===== src/rtl/keyed_vigenere_decrypt_macros.svh =====
// ----------------------------------------------------------------------------
// Keyed Vigenere decrypt assertion macros
// Shared shorthand for the concurrent checks of the decryptor.
// ----------------------------------------------------------------------------
`ifndef KEYED_VIGENERE_DECRYPT_MACROS_SVH
`define KEYED_VIGENERE_DECRYPT_MACROS_SVH

// Consequent must hold in the same cycle as the antecedent.
`define KVD_ASSERT_SAME(name, ante, cons) \
    name: assert property (@(posedge clk) disable iff (!rst_n) (ante) |-> (cons)) \
        else $error("keyed_vigenere_decrypt: assertion failed");

// Consequent must hold in the cycle after the antecedent.
`define KVD_ASSERT_NEXT(name, ante, cons) \
    name: assert property (@(posedge clk) disable iff (!rst_n) (ante) |=> (cons)) \
        else $error("keyed_vigenere_decrypt: assertion failed");

`endif


===== src/rtl/kvd_pkg.sv =====
// ----------------------------------------------------------------------------
// Keyed Vigenere decrypt package
// Shared constants, register indexes, item types and helpers.
// ----------------------------------------------------------------------------
package kvd_pkg;

    localparam int ALPHABET_MAX_DEF = 32;
    localparam int KEY_MAX_DEF      = 16;

    localparam int SYM_W         = 8;
    localparam int SYMS_PER_WORD = 8;
    localparam int CFG_INDEX_W   = 3;
    localparam int CFG_DATA_W    = 64;
    localparam int ALPHA_LEN_W   = 6;
    localparam int KEY_LEN_W     = 5;

    localparam logic [CFG_INDEX_W-1:0] REG_ALPHA_0   = 3'd0;
    localparam logic [CFG_INDEX_W-1:0] REG_ALPHA_LEN = 3'd4;
    localparam logic [CFG_INDEX_W-1:0] REG_KEY_LO    = 3'd5;
    localparam logic [CFG_INDEX_W-1:0] REG_KEY_LEN   = 3'd7;

    localparam logic [SYM_W-1:0] ASCII_LOWER_A = 8'h61;
    localparam logic [SYM_W-1:0] ASCII_LOWER_Z = 8'h7A;
    localparam logic [SYM_W-1:0] ASCII_CASE    = 8'h20;

    typedef struct packed {
        logic [SYM_W-1:0] cipher_byte;
        logic             first;
    } in_item_t;

    typedef struct packed {
        logic [SYM_W-1:0] plain_byte;
        logic             was_decrypted;
    } out_item_t;

    function automatic logic [SYM_W-1:0] to_upper(input logic [SYM_W-1:0] c);
        logic [SYM_W-1:0] r;
        r = c;
        if (c inside {[ASCII_LOWER_A:ASCII_LOWER_Z]})
        begin
            r = c - ASCII_CASE;
        end
        return r;
    endfunction

endpackage


===== src/rtl/kvd_in_if.sv =====
// ----------------------------------------------------------------------------
// Keyed Vigenere decrypt input channel
// Valid/ready channel that carries one ciphertext byte per transaction.
// ----------------------------------------------------------------------------
interface kvd_in_if;
    import kvd_pkg::*;

    logic             valid;
    logic             ready;
    logic [SYM_W-1:0] cipher_byte;
    logic             first;

    modport source (output valid, output cipher_byte, output first, input ready);
    modport sink (input valid, input cipher_byte, input first, output ready);
endinterface


===== src/rtl/kvd_out_if.sv =====
// ----------------------------------------------------------------------------
// Keyed Vigenere decrypt output channel
// Valid/ready channel that carries one plaintext byte per transaction.
// ----------------------------------------------------------------------------
interface kvd_out_if;
    import kvd_pkg::*;

    logic             valid;
    logic             ready;
    logic [SYM_W-1:0] plain_byte;
    logic             was_decrypted;

    modport source (output valid, output plain_byte, output was_decrypted, input ready);
    modport sink (input valid, input plain_byte, input was_decrypted, output ready);
endinterface


===== src/rtl/keyed_vigenere_decrypt.sv =====
// ----------------------------------------------------------------------------
// Keyed Vigenere decrypt
// An accepted transaction moves from the input register into the result register and leaves from there.
// Throughput is one byte per cycle while the output is ready; input ready drops only when both registers are full.
// The input register feeds the alphabet match and key shift, which load the result register.
// Reset clears both valid flags, the key position and the alphabet and key registers, and sets both lengths to one.
// ----------------------------------------------------------------------------
`include "keyed_vigenere_decrypt_macros.svh"

module keyed_vigenere_decrypt #(
    parameter int ALPHABET_MAX = kvd_pkg::ALPHABET_MAX_DEF,
    parameter int KEY_MAX      = kvd_pkg::KEY_MAX_DEF
) (
    input  logic                            clk,
    input  logic                            rst_n,
    kvd_in_if.sink                          in_ch,
    kvd_out_if.source                       out_ch,
    input  logic                            wr_en,
    input  logic [kvd_pkg::CFG_INDEX_W-1:0] wr_index,
    input  logic [kvd_pkg::CFG_DATA_W-1:0]  wr_data
);
    import kvd_pkg::*;

    localparam int LW  = $clog2(ALPHABET_MAX + 1);
    localparam int IW  = $clog2(ALPHABET_MAX);
    localparam int KLW = $clog2(KEY_MAX + 1);
    localparam int PW  = (KEY_MAX > 1) ? $clog2(KEY_MAX) : 1;

    logic [SYM_W-1:0] alpha_syms [ALPHABET_MAX];
    logic [LW-1:0]    alpha_len;
    logic [SYM_W-1:0] key_syms [KEY_MAX];
    logic [KLW-1:0]   key_len;

    logic             a_valid_reg;
    in_item_t         a_item_reg;
    logic             out_valid_reg;
    out_item_t        out_item_reg;
    logic [PW-1:0]    key_pos_reg;
    logic [PW-1:0]    key_pos_next;

    logic             out_adv;
    logic             a_adv;
    logic             a_fire;
    logic             a_hit;
    logic [IW-1:0]    a_idx;
    out_item_t        result;

    kvd_cfg #(
        .ALPHABET_MAX (ALPHABET_MAX),
        .KEY_MAX      (KEY_MAX)
    ) u_cfg (
        .clk        (clk),
        .rst_n      (rst_n),
        .wr_en      (wr_en),
        .wr_index   (wr_index),
        .wr_data    (wr_data),
        .alpha_syms (alpha_syms),
        .alpha_len  (alpha_len),
        .key_syms   (key_syms),
        .key_len    (key_len)
    );

    assign out_adv     = !out_valid_reg || out_ch.ready;
    assign a_adv       = !a_valid_reg || out_adv;
    assign a_fire      = a_valid_reg && out_adv;
    assign in_ch.ready = a_adv;

    kvd_lookup #(
        .ALPHABET_MAX (ALPHABET_MAX)
    ) u_cipher_lookup (
        .alpha_syms (alpha_syms),
        .alpha_len  (alpha_len),
        .sym        (a_item_reg.cipher_byte),
        .hit        (a_hit),
        .idx        (a_idx)
    );

    kvd_decrypt #(
        .ALPHABET_MAX (ALPHABET_MAX),
        .KEY_MAX      (KEY_MAX)
    ) u_decrypt (
        .alpha_syms   (alpha_syms),
        .alpha_len    (alpha_len),
        .key_syms     (key_syms),
        .key_len      (key_len),
        .key_pos      (key_pos_reg),
        .cipher_byte  (a_item_reg.cipher_byte),
        .first        (a_item_reg.first),
        .hit          (a_hit),
        .idx          (a_idx),
        .result       (result),
        .key_pos_next (key_pos_next)
    );

    always_ff @(posedge clk or negedge rst_n)
    begin
        if (!rst_n)
        begin
            a_valid_reg   <= 1'b0;
            out_valid_reg <= 1'b0;
            key_pos_reg   <= '0;
        end
        else
        begin
            if (a_adv)
            begin
                a_valid_reg <= in_ch.valid;
            end
            if (out_adv)
            begin
                out_valid_reg <= a_valid_reg;
            end
            if (a_fire)
            begin
                key_pos_reg <= key_pos_next;
            end
        end
    end

    always_ff @(posedge clk)
    begin
        if (in_ch.valid && a_adv)
        begin
            a_item_reg.cipher_byte <= in_ch.cipher_byte;
            a_item_reg.first       <= in_ch.first;
        end
        if (a_fire)
        begin
            out_item_reg <= result;
        end
    end

    assign out_ch.valid         = out_valid_reg;
    assign out_ch.plain_byte    = out_item_reg.plain_byte;
    assign out_ch.was_decrypted = out_item_reg.was_decrypted;

    // The key position moves only when a transaction leaves the input register.
    `KVD_ASSERT_NEXT(a_key_pos_hold, !a_fire, $stable(key_pos_reg))
    // A byte outside the alphabet reaches the output unchanged.
    `KVD_ASSERT_NEXT(a_pass_through, a_fire && !a_hit,
        !out_item_reg.was_decrypted && (out_item_reg.plain_byte == $past(a_item_reg.cipher_byte)))
    // A stalled input register keeps its transaction.
    `KVD_ASSERT_NEXT(a_stage_hold, a_valid_reg && !out_adv,
        a_valid_reg && $stable(a_item_reg))
endmodule


===== src/rtl/kvd_cfg.sv =====
// ----------------------------------------------------------------------------
// Keyed Vigenere decrypt configuration registers
// Holds the alphabet, the key and their clamped lengths.
// ----------------------------------------------------------------------------
module kvd_cfg #(
    parameter int ALPHABET_MAX = kvd_pkg::ALPHABET_MAX_DEF,
    parameter int KEY_MAX      = kvd_pkg::KEY_MAX_DEF
) (
    input  logic                                  clk,
    input  logic                                  rst_n,
    input  logic                                  wr_en,
    input  logic [kvd_pkg::CFG_INDEX_W-1:0]       wr_index,
    input  logic [kvd_pkg::CFG_DATA_W-1:0]        wr_data,
    output logic [kvd_pkg::SYM_W-1:0]             alpha_syms [ALPHABET_MAX],
    output logic [$clog2(ALPHABET_MAX+1)-1:0]     alpha_len,
    output logic [kvd_pkg::SYM_W-1:0]             key_syms [KEY_MAX],
    output logic [$clog2(KEY_MAX+1)-1:0]          key_len
);
    import kvd_pkg::*;

    localparam int LW  = $clog2(ALPHABET_MAX + 1);
    localparam int KLW = $clog2(KEY_MAX + 1);

    logic [SYM_W-1:0]       alpha_reg [ALPHABET_MAX];
    logic [SYM_W-1:0]       key_reg [KEY_MAX];
    logic [LW-1:0]          alen_reg;
    logic [LW-1:0]          alen_next;
    logic [KLW-1:0]         klen_reg;
    logic [KLW-1:0]         klen_next;
    logic [ALPHA_LEN_W-1:0] alen_raw;
    logic [KEY_LEN_W-1:0]   klen_raw;

    assign alen_raw = wr_data[ALPHA_LEN_W-1:0];
    assign klen_raw = wr_data[KEY_LEN_W-1:0];

    always_comb
    begin
        if (alen_raw == '0)
        begin
            alen_next = LW'(1);
        end
        else if (alen_raw > ALPHA_LEN_W'(ALPHABET_MAX))
        begin
            alen_next = LW'(ALPHABET_MAX);
        end
        else
        begin
            alen_next = LW'(alen_raw);
        end
        if (klen_raw == '0)
        begin
            klen_next = KLW'(1);
        end
        else if (klen_raw > KEY_LEN_W'(KEY_MAX))
        begin
            klen_next = KLW'(KEY_MAX);
        end
        else
        begin
            klen_next = KLW'(klen_raw);
        end
    end

    always_ff @(posedge clk or negedge rst_n)
    begin
        if (!rst_n)
        begin
            for (int j = 0; j < ALPHABET_MAX; j++)
            begin
                alpha_reg[j] <= '0;
            end
            for (int j = 0; j < KEY_MAX; j++)
            begin
                key_reg[j] <= '0;
            end
            alen_reg <= LW'(1);
            klen_reg <= KLW'(1);
        end
        else if (wr_en)
        begin
            for (int j = 0; j < ALPHABET_MAX; j++)
            begin
                if (wr_index == REG_ALPHA_0 + CFG_INDEX_W'(j / SYMS_PER_WORD))
                begin
                    alpha_reg[j] <= wr_data[(j % SYMS_PER_WORD) * SYM_W +: SYM_W];
                end
            end
            for (int j = 0; j < KEY_MAX; j++)
            begin
                if (wr_index == REG_KEY_LO + CFG_INDEX_W'(j / SYMS_PER_WORD))
                begin
                    key_reg[j] <= wr_data[(j % SYMS_PER_WORD) * SYM_W +: SYM_W];
                end
            end
            if (wr_index == REG_ALPHA_LEN)
            begin
                alen_reg <= alen_next;
            end
            if (wr_index == REG_KEY_LEN)
            begin
                klen_reg <= klen_next;
            end
        end
    end

    assign alpha_syms = alpha_reg;
    assign key_syms   = key_reg;
    assign alpha_len  = alen_reg;
    assign key_len    = klen_reg;
endmodule


===== src/rtl/kvd_lookup.sv =====
// ----------------------------------------------------------------------------
// Keyed Vigenere decrypt alphabet lookup
// Parallel compare of one symbol against the active alphabet, lowest wins.
// ----------------------------------------------------------------------------
module kvd_lookup #(
    parameter int ALPHABET_MAX = kvd_pkg::ALPHABET_MAX_DEF
) (
    input  logic [kvd_pkg::SYM_W-1:0]         alpha_syms [ALPHABET_MAX],
    input  logic [$clog2(ALPHABET_MAX+1)-1:0] alpha_len,
    input  logic [kvd_pkg::SYM_W-1:0]         sym,
    output logic                              hit,
    output logic [$clog2(ALPHABET_MAX)-1:0]   idx
);
    import kvd_pkg::*;

    localparam int LW = $clog2(ALPHABET_MAX + 1);
    localparam int IW = $clog2(ALPHABET_MAX);

    always_comb
    begin
        hit = 1'b0;
        idx = '0;
        for (int i = ALPHABET_MAX - 1; i >= 0; i--)
        begin
            if ((LW'(i) < alpha_len) && (alpha_syms[i] == sym))
            begin
                hit = 1'b1;
                idx = IW'(i);
            end
        end
    end
endmodule


===== src/rtl/kvd_decrypt.sv =====
// ----------------------------------------------------------------------------
// Keyed Vigenere decrypt shift stage
// Key character lookup, modular subtraction and key position update.
// ----------------------------------------------------------------------------
module kvd_decrypt #(
    parameter int ALPHABET_MAX = kvd_pkg::ALPHABET_MAX_DEF,
    parameter int KEY_MAX      = kvd_pkg::KEY_MAX_DEF,
    localparam int PW          = (KEY_MAX > 1) ? $clog2(KEY_MAX) : 1
) (
    input  logic [kvd_pkg::SYM_W-1:0]         alpha_syms [ALPHABET_MAX],
    input  logic [$clog2(ALPHABET_MAX+1)-1:0] alpha_len,
    input  logic [kvd_pkg::SYM_W-1:0]         key_syms [KEY_MAX],
    input  logic [$clog2(KEY_MAX+1)-1:0]      key_len,
    input  logic [PW-1:0]                     key_pos,
    input  logic [kvd_pkg::SYM_W-1:0]         cipher_byte,
    input  logic                              first,
    input  logic                              hit,
    input  logic [$clog2(ALPHABET_MAX)-1:0]   idx,
    output kvd_pkg::out_item_t                result,
    output logic [PW-1:0]                     key_pos_next
);
    import kvd_pkg::*;

    localparam int LW  = $clog2(ALPHABET_MAX + 1);
    localparam int IW  = $clog2(ALPHABET_MAX);
    localparam int DW  = LW + 1;
    localparam int KLW = $clog2(KEY_MAX + 1);

    logic [PW-1:0]    pos_use;
    logic [KLW-1:0]   pos_inc;
    logic [PW-1:0]    pos_wrap;
    logic [SYM_W-1:0] key_upper;
    logic             key_hit;
    logic [IW-1:0]    key_idx;
    logic [DW-1:0]    diff0;
    logic [DW-1:0]    diff1;
    logic [DW-1:0]    diff2;

    always_comb
    begin
        if (first || (KLW'(key_pos) >= key_len))
        begin
            pos_use = '0;
        end
        else
        begin
            pos_use = key_pos;
        end
        key_upper = to_upper(key_syms[pos_use]);
    end

    kvd_lookup #(
        .ALPHABET_MAX (ALPHABET_MAX)
    ) u_key_lookup (
        .alpha_syms (alpha_syms),
        .alpha_len  (alpha_len),
        .sym        (key_upper),
        .hit        (key_hit),
        .idx        (key_idx)
    );

    always_comb
    begin
        diff0 = DW'(idx) + DW'(alpha_len) + DW'(!key_hit)
              - (key_hit ? DW'(key_idx) : DW'(0));
        diff1 = (diff0 >= DW'(alpha_len)) ? diff0 - DW'(alpha_len) : diff0;
        diff2 = (diff1 >= DW'(alpha_len)) ? diff1 - DW'(alpha_len) : diff1;

        pos_inc  = KLW'(pos_use) + KLW'(1);
        pos_wrap = (pos_inc >= key_len) ? '0 : pos_inc[PW-1:0];

        if (hit)
        begin
            result.plain_byte    = alpha_syms[diff2[IW-1:0]];
            result.was_decrypted = 1'b1;
            key_pos_next         = pos_wrap;
        end
        else
        begin
            result.plain_byte    = cipher_byte;
            result.was_decrypted = 1'b0;
            key_pos_next         = first ? '0 : key_pos;
        end
    end
endmodule

===== src/flat_wrapper.sv =====
// flat-port wrapper written by rule: the top's interface ports become plain ports
module keyed_vigenere_decrypt_flat import kvd_pkg::*;
#(
    parameter int ALPHABET_MAX = kvd_pkg::ALPHABET_MAX_DEF,
    parameter int KEY_MAX      = kvd_pkg::KEY_MAX_DEF
)
  (clk, rst_n, wr_en, wr_index, wr_data, in_ch_valid, in_ch_cipher_byte, in_ch_first, in_ch_ready, out_ch_valid, out_ch_plain_byte, out_ch_was_decrypted, out_ch_ready);
  kvd_in_if in_ch_i ();
  kvd_out_if out_ch_i ();
  input  logic clk;
  input  logic rst_n;
  input  logic wr_en;
  input  logic [kvd_pkg::CFG_INDEX_W-1:0] wr_index;
  input  logic [kvd_pkg::CFG_DATA_W-1:0] wr_data;
  input wire logic [$bits(in_ch_i.valid)-1:0] in_ch_valid;
  input wire logic [$bits(in_ch_i.cipher_byte)-1:0] in_ch_cipher_byte;
  input wire logic [$bits(in_ch_i.first)-1:0] in_ch_first;
  output wire logic [$bits(in_ch_i.ready)-1:0] in_ch_ready;
  output wire logic [$bits(out_ch_i.valid)-1:0] out_ch_valid;
  output wire logic [$bits(out_ch_i.plain_byte)-1:0] out_ch_plain_byte;
  output wire logic [$bits(out_ch_i.was_decrypted)-1:0] out_ch_was_decrypted;
  input wire logic [$bits(out_ch_i.ready)-1:0] out_ch_ready;
  assign in_ch_i.valid = in_ch_valid;
  assign in_ch_i.cipher_byte = in_ch_cipher_byte;
  assign in_ch_i.first = in_ch_first;
  assign in_ch_ready = in_ch_i.ready;
  assign out_ch_valid = out_ch_i.valid;
  assign out_ch_plain_byte = out_ch_i.plain_byte;
  assign out_ch_was_decrypted = out_ch_i.was_decrypted;
  assign out_ch_i.ready = out_ch_ready;
  keyed_vigenere_decrypt #(.ALPHABET_MAX(ALPHABET_MAX), .KEY_MAX(KEY_MAX)) u_core (.clk(clk), .rst_n(rst_n), .in_ch(in_ch_i), .out_ch(out_ch_i), .wr_en(wr_en), .wr_index(wr_index), .wr_data(wr_data));
endmodule

===== config.mk =====
export PLATFORM = sky130hd
export DESIGN_NAME = keyed_vigenere_decrypt_flat
export DESIGN_NICKNAME = d
export VERILOG_FILES = /design/src/rtl/kvd_pkg.sv /design/src/rtl/kvd_in_if.sv /design/src/rtl/kvd_out_if.sv /design/src/rtl/keyed_vigenere_decrypt.sv /design/src/rtl/kvd_cfg.sv /design/src/rtl/kvd_lookup.sv /design/src/rtl/kvd_decrypt.sv /design/src/flat_wrapper.sv
export VERILOG_INCLUDE_DIRS = /design/src /design/src/rtl
export SDC_FILE = /design/constraint.sdc
export NUM_CORES = 1
export LEC_CHECK = 0
export BUFFER_PORTS_ARGS = -buffer_cell sky130_fd_sc_hd__buf_2
export CAP_MARGIN = 20
export CORE_MARGIN = 2
export CORE_UTILIZATION = 25
export CTS_BUF_LIST = sky130_fd_sc_hd__clkbuf_8
export DETAILED_ROUTE_END_ITERATION = 8
export PLACE_DENSITY = 0.52
export SLEW_MARGIN = 20
export SYNTH_ARGS = -nofsm -noshare
export SYNTH_HDL_FRONTEND = slang
export SYNTH_SLANG_ARGS = --single-unit
export TNS_END_PERCENT = 1

===== constraint.sdc =====
create_clock -name clk -period 13.2 [get_ports clk]
set_clock_uncertainty 0.2 [all_clocks]
set_input_delay 0.66 -clock clk [delete_from_list [all_inputs] [get_ports clk]]
set_output_delay 0.66 -clock clk [all_outputs]
set_load 0.02 [all_outputs]

==> metrics.md <==
| Metric | Value |
|---|---|
| Clock transition at the register clock pins on the worst setup and hold paths after CTS | 0.07 ns |
| Cts bufs inserted | 79 |
| Horizontal die dimension | 345 um |
| Arrival time of data at the critical path endpoint | 12.66 ns |
| Area contributors post-synth | sky130_fd_sc_hd__dfrtp_1 34%, sky130_fd_sc_hd__mux2_2 15%, sky130_fd_sc_hd__xnor2_1 10% |
| Fill cell count | 11.9k |
| Number of synthesized flops with an enable pin | 18 |
| GR Util All Layers | 20.7% |
| Clock network latency to the later pin of the worst-skew pair | 0.71 ns |
| Cell taking the most area after synthesis | sky130_fd_sc_hd__dfrtp_1 |
| First-pass GRT wire length | 177000 um |
| Path type of the worst setup path | flop to flop |
| Setup repair after global routing missed its margin | false |
| DRC violation count after routing | 0 |
| Final critical delay including setup and external delays | 12.42 ns |
| Outcome | finished, final reports clean |
| Total overflow reported by the global router | 0 |
| Delay contributed by the slowest stage of the critical path | 0.55 ns |
| Max reg flops | 256 |
| Synth-to-layout area growth | 15.1% |
| Number of maximum-capacitance violations | 0 |
| Number of pins exceeding their max-slew limit in the final report | 0 |
| Via density per instance | 5.46 |
| Std cell rows | 124 |
| Longest Clk Path Bufs | 3 |
| Number of nets with antenna violations after detailed routing | 0 |
| Total placed cells including tap cells | 4187 |
| Initial core utilization | 25.3% |
| Number of detailed-route iterations in the first pass | 8 |
| Launching element type of the critical path | flop |
| Antenna violations before repair | 16 |
| Clock tree from TritonCTS | done |
| Worst-path fanout max | 23 |
| Cell area after synthesis | 29000 um2 |
| Area of the die | 119000 um2 |
| Dominant register cell in the synthesized netlist | sky130_fd_sc_hd__dfrtp_1 |
| Post-route fraction of the period consumed by the critical path | 94.1% |
| Routed wirelength normalized by instance count | 28.5 um |
| Final std cells w/o fill | 4360 |
| DRC marker count from the first detailed-route iteration | 2480 |
| Worst slew margin relative to its limit | 27.7% |
| Detailed-route wire length | 124000 um |
| Synth warnings | 0 |
| Worst Max-Slew Pin Slew | 1.07 ns |
| Setup TNS | 0 ns |
| Number of standard cells after synthesis | 2678 |
| Avg Synthesized Cell Area | 10.8 um2 |
| Final weighted congestion in routability-driven placement | 0.978 |
| Required time of the worst setup path | 13.45 ns |
| Maximum clock frequency | 0.0805 GHz |
| Number of failing setup endpoints in the final timing report | 0 |
| Max stage delay cell, worst path | sky130_fd_sc_hd__mux4_2 |
| Buffer cell driving the clock tree root | sky130_fd_sc_hd__clkbuf_8 |
| Worst hold path class | input port to flop |
| Largest net degree at the start of global routing | 171 |
| Fraction of layout instances using a drive strength above 1 | 29.8% |
| Hold Vio Cnt, Final | 0 |
| Flop and latch count out of synthesis | 419 |
| Port-buffer cells | 91 |
| Clk sink count | 419 |
| Post-synthesis async set-or-reset flop share | 95.7% |
| Deepest level of the CTS H-tree | 3 |
| NumNets Final | 2898 |
| Final-layout worst hold slack | 0.155 ns |
| Core area | 115000 um2 |
| Number of global-route vias before repair | 23.4k |
| Nature of the critical path endpoint | flop |
| Area share of the largest cell type after synthesis | 34.4% |
| Count of vias placed by the detailed router | 23.8k |
| Nets in the synthesized netlist | 2796 |
| Die extent in y | 345 um |
| Sequential area share after synthesis | 36.5% |
| IO Pins | 92 |
| Cell variety after synth | 106 |
| DPL Wire Length | 91900 um |
==> metrics by stage <==
stage          setup WS [ns]  instance area [um2]  utilization [%]
2_1_floorplan          0.935                29000                -
3_3_place_gp           0.528                31300             27.3
3_5_place_dp           0.439                31300             27.3
4_1_cts                0.357                33200             28.9
5_1_grt               0.0399                33300             29.1
6_report               0.782                33400             29.1
==> cells in the mapped netlist (7+ instances only) <==
cell,n
sky130_fd_sc_hd__xnor2_1,333
sky130_fd_sc_hd__nor2b_1,15
sky130_fd_sc_hd__nand4_1,78
sky130_fd_sc_hd__buf_2,41
sky130_fd_sc_hd__nand2_1,97
sky130_fd_sc_hd__ha_1,29
sky130_fd_sc_hd__or3_1,7
sky130_fd_sc_hd__nor3_1,58
sky130_fd_sc_hd__edfxtp_1,18
sky130_fd_sc_hd__o2111ai_1,10
sky130_fd_sc_hd__a2111oi_0,15
sky130_fd_sc_hd__buf_1,16
sky130_fd_sc_hd__mux2i_1,85
sky130_fd_sc_hd__dfrtp_1,399
sky130_fd_sc_hd__a31oi_1,17
sky130_fd_sc_hd__xor2_1,121
sky130_fd_sc_hd__a211oi_1,24
sky130_fd_sc_hd__fa_1,8
sky130_fd_sc_hd__a221oi_1,9
sky130_fd_sc_hd__mux4_2,72
sky130_fd_sc_hd__a21oi_1,105
sky130_fd_sc_hd__o211ai_1,14
sky130_fd_sc_hd__nor4_1,50
sky130_fd_sc_hd__and3_1,7
sky130_fd_sc_hd__and2_1,9
sky130_fd_sc_hd__nand3_1,54
sky130_fd_sc_hd__a21o_1,10
sky130_fd_sc_hd__o31ai_1,8
sky130_fd_sc_hd__clkbuf_1,101
sky130_fd_sc_hd__or4_1,16
sky130_fd_sc_hd__a22oi_1,12
sky130_fd_sc_hd__mux2_2,397
sky130_fd_sc_hd__o21ai_0,84
sky130_fd_sc_hd__nor2_1,103
sky130_fd_sc_hd__buf_4,14
sky130_fd_sc_hd__nand2b_1,30
sky130_fd_sc_hd__o21ai_1,8
sky130_fd_sc_hd__inv_1,50
==> worst paths after layout <==
check / startpoint / end / slack [ns] / cells after the start
setup / recovery: u_core.key_pos_reg[0] / u_core.out_ch.plain_byte[2] / 0.78 / 51
hold / removal: wr_data[28] / u_core.u_cfg.key_syms[100] / 0.15 / 2
setup reg to reg: u_core.key_pos_reg[0] / u_core.out_ch.plain_byte[2] / 0.78 / 51
hold reg to reg: u_core.a_valid_reg / u_core.out_ch.valid / 0.28 / 1
max in group asynchronous: rst_n / u_core.u_cfg.alpha_syms[227] / 10.08 / 4
min in group asynchronous: rst_n / u_core.u_cfg.key_syms[66] / 0.37 / 2
==> kinds of logic (layout without fill, tap and decap cells) <==
family / after synthesis / after routing / share of synthesized area (%)
muxes: 558 / 558 / 24.1
xor gates and xnor gates: 454 / 454 / 13.7
buffers and inverters: 235 / 398 / 3.60
other: 0 / 7 / 0
and+or+nand+nor: 566 / 566 / 10.5
adders and majority gates: 37 / 37 / 1.80
DFF: 419 / 419 / 36.5
AOI/OAI and AO/OA: 409 / 409 / 9.74
==> area by class of cell <==
type                       instances  area (um2)  share of cell area, %
clock inverter                    40         325                  0.975
antenna                            7        17.5                 0.0525
tap                             1512        1890                   5.67
inverter                          54         203                  0.608
multi-input combinational       2024       17500                   52.5
clock buffer                     102        1400                   4.21
sequential                       419       10600                   31.7
timing repair buffer             202        1420                   4.26
==> repair_timing <==
item,4_1_cts,5_1_grt
setup buffers,0,11
resized for setup,0,18
endpoints found under the setup margin,0,8
hold endpoints to repair,104,0
hold buffers,12,0
==> layout by cell type, fill, tap and decap left out, types with 14 or more instances in the layout <==
| cell type | count |
|---|---|
| sky130_fd_sc_hd__clkbuf_8 | 102 |
| sky130_fd_sc_hd__dfrtp_1 | 398 |
| sky130_fd_sc_hd__a2111oi_0 | 15 |
| sky130_fd_sc_hd__nor4_1 | 49 |
| sky130_fd_sc_hd__a31oi_1 | 16 |
| sky130_fd_sc_hd__a21oi_1 | 103 |
| sky130_fd_sc_hd__nor2_1 | 103 |
| sky130_fd_sc_hd__nand4_1 | 78 |
| sky130_fd_sc_hd__nand2b_1 | 30 |
| sky130_fd_sc_hd__mux2_2 | 397 |
| sky130_fd_sc_hd__nor3_1 | 55 |
| sky130_fd_sc_hd__mux2i_1 | 80 |
| sky130_fd_sc_hd__a211oi_1 | 24 |
| sky130_fd_sc_hd__nor2b_1 | 15 |
| sky130_fd_sc_hd__mux4_2 | 72 |
| sky130_fd_sc_hd__buf_4 | 90 |
| sky130_fd_sc_hd__inv_1 | 71 |
| sky130_fd_sc_hd__xnor2_1 | 333 |
| sky130_fd_sc_hd__o21ai_0 | 83 |
| sky130_fd_sc_hd__nand3_1 | 54 |
| sky130_fd_sc_hd__or4_1 | 16 |
| sky130_fd_sc_hd__edfxtp_1 | 18 |
| sky130_fd_sc_hd__nand2_1 | 96 |
| sky130_fd_sc_hd__buf_2 | 90 |
| sky130_fd_sc_hd__o211ai_1 | 14 |
| sky130_fd_sc_hd__xor2_1 | 121 |
| sky130_fd_sc_hd__ha_1 | 28 |
==> layer usage <==
layer  track usage (%)  part of all wire [%]
met5                 0                 0.010
met4              7.47                   4.0
met3              3.74                   7.8
met2              33.4                    46
met1              27.6                    42
==> worst max-delay path: cells and delay by family (launching register included) <==
| family | cells | cell delay, ns |
|---|---|---|
| multiplexers | 5 | 1.49 |
| adder cells (fa/ha/maj) | 7 | 2.20 |
| AND/OR/NAND/NOR | 11 | 1.85 |
| XOR/XNOR | 2 | 0.27 |
| buffers and inverters | 8 | 1.53 |
| flip-flops | 1 | 0.42 |
| AO/OA/AOI/OAI | 18 | 4.13 |
Power is not shown: default switching activity piles up to over one toggle a cycle in this logic, so the estimate is an artifact.
